### src/rtl/worley_noise_nearest_point_unit_defines.svh
// Assertion macros shared by the Worley noise nearest point files.
`ifndef WORLEY_NOISE_NEAREST_POINT_UNIT_DEFINES_SVH
`define WORLEY_NOISE_NEAREST_POINT_UNIT_DEFINES_SVH

// Same-cycle implication, sampled on clk_i and idle while rst_ni is low.
`define WNP_CHECK(lbl, ante, cons, msg) \
  lbl: assert property (@(posedge clk_i) disable iff (!rst_ni) (ante) |-> (cons)) else $error(msg);

// Next-cycle implication, sampled on clk_i and idle while rst_ni is low.
`define WNP_CHECK_NEXT(lbl, ante, cons, msg) \
  lbl: assert property (@(posedge clk_i) disable iff (!rst_ni) (ante) |=> (cons)) else $error(msg);

`endif

### src/rtl/wnp_pkg.sv
package wnp_pkg;

  localparam int COORD_W   = 16;
  localparam int PIX_W     = 12;
  localparam int FRAC_BITS = 4;
  localparam int D2_W      = 33;
  localparam int DIST_W    = 17;
  localparam int GREY_W    = 8;
  localparam int SCALE_W   = 12;
  localparam int NPTS_W    = 5;
  localparam int PIDX_W    = 4;

  localparam logic [GREY_W-1:0] FULL_GREY = 8'd255;

  localparam logic CFG_POINTS_IN_USE  = 1'b0;
  localparam logic CFG_DISTANCE_SCALE = 1'b1;

  localparam logic CMD_LOAD  = 1'b0;
  localparam logic CMD_QUERY = 1'b1;

  typedef struct packed {
    logic [GREY_W-1:0] intensity;
    logic [DIST_W-1:0] nearest_distance;
    logic              saturated;
  } wnp_result_t;

endpackage

### src/rtl/wnp_point_table.sv
module wnp_point_table
  import wnp_pkg::*;
#(
  parameter int DEPTH = 16,
  parameter int IDX_W = 4
) (
  input  logic                 clk_i,
  input  logic                 wr_en_i,
  input  logic [IDX_W-1:0]     wr_addr_i,
  input  logic [2*COORD_W-1:0] wr_data_i,
  input  logic [IDX_W-1:0]     rd_addr_i,
  output logic [2*COORD_W-1:0] rd_data_o
);

  logic [2*COORD_W-1:0] mem [DEPTH];
  logic [2*COORD_W-1:0] rd_data_q;

  always_ff @(posedge clk_i) begin
    if (wr_en_i) begin
      mem[wr_addr_i] <= wr_data_i;
    end
    rd_data_q <= mem[rd_addr_i];
  end

  assign rd_data_o = rd_data_q;

endmodule

### src/rtl/wnp_root_div.sv
`include "worley_noise_nearest_point_unit_defines.svh"

module wnp_root_div
  import wnp_pkg::*;
(
  input  logic              clk_i,
  input  logic              rst_ni,
  input  logic              start_i,
  input  logic [D2_W-1:0]   d2_i,
  input  logic [COORD_W-1:0] scale_i,
  output logic              busy_o,
  output logic              res_valid_o,
  input  logic              res_ack_i,
  output wnp_result_t       res_o
);

  localparam int OP_W   = 25;
  localparam int RAD_W  = D2_W + 1;
  localparam int DVS_W  = COORD_W + GREY_W - 1;
  localparam int ROOT_STEPS = RAD_W / 2;

  typedef enum logic [2:0] {
    U_IDLE,
    U_ROOT,
    U_SAT,
    U_SCALE,
    U_DIV,
    U_DONE
  } ustate_e;

  ustate_e              st_q;
  logic [4:0]           cnt_q;
  logic [RAD_W-1:0]     rad_q;
  logic [OP_W-1:0]      acc_q;
  logic [DIST_W-1:0]    root_q;
  logic [DVS_W-1:0]     dvs_q;
  logic [GREY_W-1:0]    quo_q;
  logic                 sat_q;
  logic [COORD_W-1:0]   scale_q;

  logic [OP_W-1:0]      op_a;
  logic [OP_W-1:0]      op_b;
  logic [OP_W:0]        diff;
  logic                 ge;

  always_comb begin
    case (st_q)
      U_ROOT: begin
        op_a = OP_W'({acc_q[DIST_W:0], rad_q[RAD_W-1 -: 2]});
        op_b = OP_W'({root_q, 2'b01});
      end
      U_SAT: begin
        op_a = OP_W'(root_q);
        op_b = OP_W'(scale_q);
      end
      U_SCALE: begin
        op_a = OP_W'({root_q[COORD_W-1:0], 8'd0});
        op_b = OP_W'(root_q);
      end
      U_DIV: begin
        op_a = acc_q;
        op_b = OP_W'(dvs_q);
      end
      default: begin
        op_a = '0;
        op_b = '0;
      end
    endcase
  end

  assign diff = {1'b0, op_a} - {1'b0, op_b};
  assign ge   = !diff[OP_W];

  always_ff @(posedge clk_i or negedge rst_ni) begin
    if (!rst_ni) begin
      st_q <= U_IDLE;
      cnt_q <= '0;
    end else begin
      case (st_q)
        U_IDLE: begin
          if (start_i) begin
            st_q    <= U_ROOT;
            cnt_q   <= '0;
            rad_q   <= RAD_W'(d2_i);
            acc_q   <= '0;
            root_q  <= '0;
            scale_q <= scale_i;
          end
        end
        U_ROOT: begin
          if (ge) begin
            acc_q  <= diff[OP_W-1:0];
            root_q <= {root_q[DIST_W-2:0], 1'b1};
          end else begin
            acc_q  <= op_a;
            root_q <= {root_q[DIST_W-2:0], 1'b0};
          end
          rad_q <= {rad_q[RAD_W-3:0], 2'b00};
          cnt_q <= cnt_q + 5'd1;
          if (cnt_q == 5'(ROOT_STEPS - 1)) begin
            st_q <= U_SAT;
          end
        end
        U_SAT: begin
          sat_q <= ge;
          st_q  <= ge ? U_DONE : U_SCALE;
        end
        U_SCALE: begin
          acc_q <= diff[OP_W-1:0];
          dvs_q <= {scale_q, 7'd0};
          quo_q <= '0;
          cnt_q <= '0;
          st_q  <= U_DIV;
        end
        U_DIV: begin
          if (ge) begin
            acc_q <= diff[OP_W-1:0];
          end
          quo_q <= {quo_q[GREY_W-2:0], ge};
          dvs_q <= {1'b0, dvs_q[DVS_W-1:1]};
          cnt_q <= cnt_q + 5'd1;
          if (cnt_q == 5'(GREY_W - 1)) begin
            st_q <= U_DONE;
          end
        end
        U_DONE: begin
          if (res_ack_i) begin
            st_q <= U_IDLE;
          end
        end
        default: begin
          st_q <= U_IDLE;
        end
      endcase
    end
  end

  assign busy_o      = (st_q != U_IDLE);
  assign res_valid_o = (st_q == U_DONE);

  always_comb begin
    res_o.intensity        = sat_q ? FULL_GREY : quo_q;
    res_o.nearest_distance = root_q;
    res_o.saturated        = sat_q;
  end

  `WNP_CHECK(a_grey_below_full, res_valid_o && !res_o.saturated, res_o.intensity != FULL_GREY, "unsaturated grey reached full scale")
  `WNP_CHECK(a_start_when_idle, start_i, st_q == U_IDLE, "start while busy")
  `WNP_CHECK_NEXT(a_ack_frees, res_valid_o && res_ack_i, st_q == U_IDLE, "unit held after handoff")

endmodule

### src/rtl/worley_noise_nearest_point_unit.sv
// A load beat leaves the block in idle, so it stays ready for the next beat.
// A query walks the points in use, then takes the square root and, unless saturated,
// the division; the block is back in idle at the same edge that fills the output register,
// so the next query can then be taken; the shared 16x16 multiplier walks the table
// and one shared 25-bit subtractor runs the root, saturation test, scaling and division.
// Reset restores points_in_use to 10 and distance_scale to 400; the point table is not cleared.
`include "worley_noise_nearest_point_unit_defines.svh"

module worley_noise_nearest_point_unit
  import wnp_pkg::*;
#(
  parameter int MAX_POINTS = 16
) (
  input  logic        clk_i,
  input  logic        rst_ni,
  input  logic        cfg_we_i,
  input  logic        cfg_index_i,
  input  logic [11:0] cfg_data_i,
  input  logic        s_axis_tvalid,
  output logic        s_axis_tready,
  // point_index, point_x, point_y, pixel_x, pixel_y, zero fill
  input  logic [63:0] s_axis_tdata,
  // cmd
  input  logic        s_axis_tuser,
  output logic        m_axis_tvalid,
  input  logic        m_axis_tready,
  // intensity, nearest_distance, zero fill
  output logic [31:0] m_axis_tdata,
  // saturated
  output logic        m_axis_tuser
);

  localparam int IDX_W = (MAX_POINTS > 1) ? $clog2(MAX_POINTS) : 1;

  typedef enum logic [2:0] {
    S_IDLE,
    S_SQX,
    S_SQY,
    S_LAST,
    S_FINISH
  } state_e;

  state_e               st_q;
  logic [IDX_W-1:0]     idx_q, idx_d;
  logic [IDX_W-1:0]     last_q;
  logic                 pend_q;
  logic [COORD_W-1:0]   px_q, py_q;
  logic [2*COORD_W-1:0] prod_q;
  logic [2*COORD_W-1:0] xsq_q;
  logic [D2_W-1:0]      best_q;
  logic [NPTS_W-1:0]    npts_q;
  logic [SCALE_W-1:0]   dscale_q;
  logic                 m_valid_q;
  wnp_result_t          m_res_q;

  logic [PIDX_W-1:0]    in_idx;
  logic [COORD_W-1:0]   in_point_x, in_point_y;
  logic [PIX_W-1:0]     in_pixel_x, in_pixel_y;
  logic                 in_acc;
  logic                 load_en;

  logic [2*COORD_W-1:0] rd_data;
  logic [COORD_W-1:0]   rd_x, rd_y;
  logic [COORD_W-1:0]   dx, dy, mul_op;
  logic [2*COORD_W-1:0] mul_res;
  logic [D2_W-1:0]      cand, best_d;

  logic [NPTS_W-1:0]    n_eff;
  logic [IDX_W-1:0]     last_d;
  logic [SCALE_W-1:0]   scale_eff;
  logic [COORD_W-1:0]   scale_fx;

  logic                 unit_start, unit_busy, unit_valid, unit_ack;
  wnp_result_t          unit_res;

  assign in_idx     = s_axis_tdata[3:0];
  assign in_point_x = s_axis_tdata[19:4];
  assign in_point_y = s_axis_tdata[35:20];
  assign in_pixel_x = s_axis_tdata[47:36];
  assign in_pixel_y = s_axis_tdata[59:48];

  assign s_axis_tready = (st_q == S_IDLE);
  assign in_acc        = s_axis_tvalid && s_axis_tready;
  assign load_en       = in_acc && (s_axis_tuser == CMD_LOAD)
                         && (32'(in_idx) < MAX_POINTS);

  assign idx_d = (st_q == S_SQY) ? idx_q + IDX_W'(1)
               : (st_q == S_IDLE) ? '0 : idx_q;

  wnp_point_table #(
    .DEPTH (MAX_POINTS),
    .IDX_W (IDX_W)
  ) u_table (
    .clk_i     (clk_i),
    .wr_en_i   (load_en),
    .wr_addr_i (IDX_W'(in_idx)),
    .wr_data_i ({in_point_y, in_point_x}),
    .rd_addr_i (idx_d),
    .rd_data_o (rd_data)
  );

  assign rd_x    = rd_data[COORD_W-1:0];
  assign rd_y    = rd_data[2*COORD_W-1:COORD_W];
  assign dx      = (rd_x >= px_q) ? rd_x - px_q : px_q - rd_x;
  assign dy      = (rd_y >= py_q) ? rd_y - py_q : py_q - rd_y;
  assign mul_op  = (st_q == S_SQY) ? dy : dx;
  assign mul_res = (2*COORD_W)'(mul_op) * (2*COORD_W)'(mul_op);

  assign cand   = {1'b0, xsq_q} + {1'b0, prod_q};
  assign best_d = (pend_q && (cand < best_q)) ? cand : best_q;

  always_comb begin
    n_eff = (npts_q == '0) ? NPTS_W'(1) : npts_q;
    if (32'(n_eff) > MAX_POINTS) begin
      last_d = IDX_W'(MAX_POINTS - 1);
    end else begin
      last_d = IDX_W'(n_eff - NPTS_W'(1));
    end
  end

  assign scale_eff = (dscale_q == '0) ? SCALE_W'(1) : dscale_q;
  assign scale_fx  = {scale_eff, FRAC_BITS'(0)};

  assign unit_start = (st_q == S_LAST);
  assign unit_ack   = (st_q == S_FINISH) && unit_valid && (!m_valid_q || m_axis_tready);

  wnp_root_div u_root_div (
    .clk_i       (clk_i),
    .rst_ni      (rst_ni),
    .start_i     (unit_start),
    .d2_i        (best_d),
    .scale_i     (scale_fx),
    .busy_o      (unit_busy),
    .res_valid_o (unit_valid),
    .res_ack_i   (unit_ack),
    .res_o       (unit_res)
  );

  always_ff @(posedge clk_i or negedge rst_ni) begin
    if (!rst_ni) begin
      st_q      <= S_IDLE;
      idx_q     <= '0;
      pend_q    <= 1'b0;
      npts_q    <= NPTS_W'(10);
      dscale_q  <= SCALE_W'(400);
      m_valid_q <= 1'b0;
    end else begin
      if (cfg_we_i) begin
        case (cfg_index_i)
          CFG_POINTS_IN_USE:  npts_q   <= cfg_data_i[NPTS_W-1:0];
          CFG_DISTANCE_SCALE: dscale_q <= cfg_data_i[SCALE_W-1:0];
          default: ;
        endcase
      end
      if (unit_ack) begin
        m_valid_q <= 1'b1;
      end else if (m_valid_q && m_axis_tready) begin
        m_valid_q <= 1'b0;
      end
      idx_q <= idx_d;
      case (st_q)
        S_IDLE: begin
          if (in_acc && (s_axis_tuser == CMD_QUERY)) begin
            st_q   <= S_SQX;
            px_q   <= {in_pixel_x, FRAC_BITS'(0)};
            py_q   <= {in_pixel_y, FRAC_BITS'(0)};
            last_q <= last_d;
            best_q <= '1;
            pend_q <= 1'b0;
          end
        end
        S_SQX: begin
          best_q <= best_d;
          prod_q <= mul_res;
          st_q   <= S_SQY;
        end
        S_SQY: begin
          xsq_q  <= prod_q;
          prod_q <= mul_res;
          pend_q <= 1'b1;
          st_q   <= (idx_q == last_q) ? S_LAST : S_SQX;
        end
        S_LAST: begin
          st_q <= S_FINISH;
        end
        S_FINISH: begin
          if (unit_ack) begin
            m_res_q <= unit_res;
            st_q    <= S_IDLE;
          end
        end
        default: begin
          st_q <= S_IDLE;
        end
      endcase
    end
  end

  assign m_axis_tvalid = m_valid_q;
  assign m_axis_tdata  = 32'({m_res_q.nearest_distance, m_res_q.intensity});
  assign m_axis_tuser  = m_res_q.saturated;

  `WNP_CHECK(a_ready_unit_idle, s_axis_tready, !unit_busy, "input ready while root unit busy")
  `WNP_CHECK(a_walk_in_range, st_q == S_SQX || st_q == S_SQY, idx_q <= last_q, "walk index beyond last point")
  `WNP_CHECK_NEXT(a_ack_fills_out, unit_ack, m_axis_tvalid, "handoff did not fill output register")
  `WNP_CHECK_NEXT(a_start_busy, unit_start, unit_busy && st_q == S_FINISH, "root unit did not start")

endmodule
### config.mk
export PLATFORM = sky130hd
export DESIGN_NAME = worley_noise_nearest_point_unit
export DESIGN_NICKNAME = d
export VERILOG_FILES = /design/src/rtl/wnp_pkg.sv /design/src/rtl/wnp_point_table.sv /design/src/rtl/wnp_root_div.sv /design/src/rtl/worley_noise_nearest_point_unit.sv
export VERILOG_INCLUDE_DIRS = /design/src /design/src/rtl
export SDC_FILE = /design/constraint.sdc
export NUM_CORES = 2
export LEC_CHECK = 0
export BUFFER_PORTS_ARGS = -buffer_cell sky130_fd_sc_hd__buf_2
export CAP_MARGIN = 40
export CELL_PAD_IN_SITES_DETAIL_PLACEMENT = 2
export CELL_PAD_IN_SITES_GLOBAL_PLACEMENT = 2
export CORE_MARGIN = 2
export CORE_UTILIZATION = 47
export CTS_BUF_LIST = sky130_fd_sc_hd__clkbuf_16
export DETAILED_ROUTE_END_ITERATION = 7
export PLACE_DENSITY = 0.85
export RECOVER_POWER = 25
export SETUP_SLACK_MARGIN = 0.1
export SYNTH_ARGS = -nofsm -noshare
export SYNTH_HDL_FRONTEND = slang
export SYNTH_SLANG_ARGS = --single-unit
### constraint.sdc
create_clock -name clk_i -period 18.6 [get_ports clk_i]
set_clock_uncertainty 0.1 [all_clocks]
set_input_delay 1.86 -clock clk_i [delete_from_list [all_inputs] [get_ports clk_i]]
set_output_delay 1.86 -clock clk_i [all_outputs]
set_load 0.05 [all_outputs]
==> impl_metrics.ini <==
[setup_path]
timing.rr.end = prod_q[29]
crit_top_cell = inv_1
startpoint_type = flip-flop
cpMaxStageDelayCell = o21a_1
crit_fanout = 15
cp.required_ns = 18.94
timing.rr.start = py_q[5]
endpoint_kind = flip-flop
slowest_delay_ns = 0.54
rr_worst_depth = 36
reg2reg_slack_ns = 8.49
cp.arrival_ns = 10.44
critPathKind = reg2reg

[cts]
clk_pin_slew_ns = 0.06
cts-root-buf = clkbuf_16
numCtsBuffers = 93
post_cts_buffers = 0
cts_tree = done
cts.sinks = 847
ctsHoldBuffers = 0
clk_latency_ns = 0.70
htreeDepth = 3
cts-resized-gates = 0
cts_buffer_depth = 3

[die]
rows = 114
fp.dieW_microns = 316
die_h_microns = 316
die-area_sq_um = 100000
core_sq_um = 96700
io_pins = 118
initial_core_util_pct = 47.4

[logic_synthesis]
synthArstFlopShare_pct = 4.01
ys_seq_elements = 847
synth_edf_count = 781
yosysUniqueCellTypes = 89
synth_ff_type = edfxtp_1
syn_area_sq_um = 45800
synth_area_per_cell_sq_um = 11.3
synth-compound-area-share_pct = 9.52
synth_xor_area_share_pct = 2.16
ys_seq_area_share_pct = 54.5
synth_fa_ha_area_share_pct = 13.7
netlist_instances = 4053
synth_warnings = 0
synth_top_family_by_area = simple AND/OR/NAND/NOR gates
synthSimpleGateAreaFrac_pct = 14.0
muxShareOfSynthArea_pct = 1.46

[timing]
fmax_ghz = 0.0989
setup_viol = 0
hold_violations = 0
period_minus_slack_ns = 10.11
relSlewSlack_pct = 37.3
tns_ns = 0
tightest_slew_ns = 0.937
drv_slew = 0
post-route-period-util_pct = 54.3
grt_setup_unrepaired = no

[min_path]
hold_class = reg2reg
holdPathStages = 0
min_from = prod_q[6]
holdPathEnd = xsq_q[6]

[layout]
fillers = 9409
area.growth.synth_to_final_pct = 10.7
layout.nets = 4594
drive_gt1_share_pct = 8.46
final_cell_mix = 781 x edfxtp_1, 744 x nand2_1, 358 x inv_1
final_common_cell = edfxtp_1

[job]
max-cap-violations = 0

[global_routing]
grt_max_degree = 87
antenna_found_initial = 9
grt_pass1_wl_microns = 239000
grt_pass1_vias = 37600
grt_usage_pct = 31.8
grt.overflow.total = 0

[place]
port_buffers = 106
dp_hpwl_microns = 98100
gp_congestion = 0.835

[routing]
drc_errors = 0
wl_microns = 159000
dr.pass1.iters = 6
drt-wirelength-per-cell_microns = 29.2
drt_iter0_drc = 2778
ant_nets = 0
routed_via_density = 6.10
num_vias = 33300

[run_status]
status = complete, no violations
## layout make-up
class / count / area (sq um) / area share (%)
clock inverters: 78 / 572 / 1.13
inverters: 340 / 1290 / 2.54
repair buffers: 166 / 1030 / 2.03
multi-input cells: 2661 / 18900 / 37.3
clock buffers: 94 / 2350 / 4.64
well taps: 1276 / 1600 / 3.15
diodes: 4 / 10.0 / 0.0197
flip-flops and latches: 847 / 25000 / 49.2
## registers in the layout (all words and copies together) (netlist names), 3 cells and up
| signal | flops |
|---|---|
| u_root_div.cnt_q | 5 |
| idx_q | 4 |
| prod_q | 31 |
| best_q | 33 |
| u_root_div.scale_q | 12 |
| st_q | 3 |
| u_root_div.acc_q | 25 |
| u_root_div.quo_q | 8 |
| u_root_div.dvs_q | 23 |
| px_q | 12 |
| u_root_div.root_q | 17 |
| py_q | 12 |
| npts_q | 5 |
| u_root_div.rad_q | 34 |
| u_root_div.st_q | 3 |
| dscale_q | 12 |
| u_table.rd_data_o | 32 |
| m_axis_tdata | 25 |
| xsq_q | 31 |
| u_table.mem | 512 |
| last_q | 4 |
## logic make-up after synthesis
kind of cell	count (synthesis)
xor+xnor	113
flops	847
compound gates	645
mux	63
simple gates	1431
other cells	1
fa+ha+maj	402
buf+inv	551
## metal layers
metal  track usage (%)  part of all wire [%]  wire length, microns  vias up
li1                  -                     -                     -    14400
met1              37.7                    39                 61800    17500
met2              58.7                    53                 84800     1065
met3              3.95                   4.5                  7110      332
met4              12.0                   3.5                  5650        8
met5                 0                 0.031                    49        -
## worst max-delay path by stage
stage | cells after the start | from | end | slack [ns]
after floorplan | 38 | px_q[11] | prod_q[29] | 10.40
after global placement | 36 | py_q[13] | prod_q[29] | 8.89
after detailed placement | 36 | py_q[5] | prod_q[29] | 8.64
after CTS | 36 | py_q[5] | prod_q[29] | 8.54
after global routing | 36 | px_q[11] | prod_q[29] | 7.95
final | 36 | py_q[5] | prod_q[29] | 8.49
## synthesized netlist by cell type (33+ instances only)
| cell type | count | area share, % |
|---|---|---|
| a21o_1 | 47 | 0.77 |
| xnor2_1 | 73 | 1.4 |
| clkbuf_1 | 140 | 1.1 |
| a311oi_1 | 99 | 1.9 |
| and3_1 | 92 | 1.3 |
| ha_1 | 236 | 6.4 |
| and2_1 | 37 | 0.51 |
| nand3_1 | 178 | 1.9 |
| nor3_1 | 43 | 0.47 |
| a21oi_1 | 186 | 2.0 |
| o21ai_0 | 93 | 1.0 |
| xor2_1 | 40 | 0.76 |
| mux2i_1 | 40 | 0.87 |
| nor2_1 | 193 | 1.6 |
| nand2b_1 | 39 | 0.53 |
| a31oi_1 | 48 | 0.66 |
| fa_1 | 166 | 7.3 |
| inv_1 | 335 | 2.7 |
| edfxtp_1 | 781 | 51 |
| buf_2 | 33 | 0.36 |
| nand2_1 | 744 | 6.1 |
## per-stage QoR
stage / area [sq um] / hold slack, ns / util (%) / cells / setup WS [ns]
finish: 50700 / 0.357 / 52.4 / 5466 / 8.49
global route: 50700 / 0.369 / 52.4 / 5465 / 7.95
CTS: 50700 / 0.358 / 52.4 / 5461 / 8.54
detailed placement: 47800 / 0.349 / 49.4 / 5289 / 8.64
global placement: 47600 / 0.343 / 49.3 / 5281 / 8.89
floorplan: 45800 / 0.333 / - / 4059 / 10.40
## worst max-delay path, delay by kind of cell, from the launching register on
family	cells	cell delay, ns
muxes	1	0.40
buffers and inverters	9	0.99
xor gates and xnor gates	2	0.54
DFF	1	0.43
AOI/OAI and AO/OA	9	1.99
and+or+nand+nor	7	1.52
adders and majority gates	8	3.83
Power is left out: the tool's default activity adds up to more than one toggle a clock period on the data nets, which glitch-free logic cannot reach.
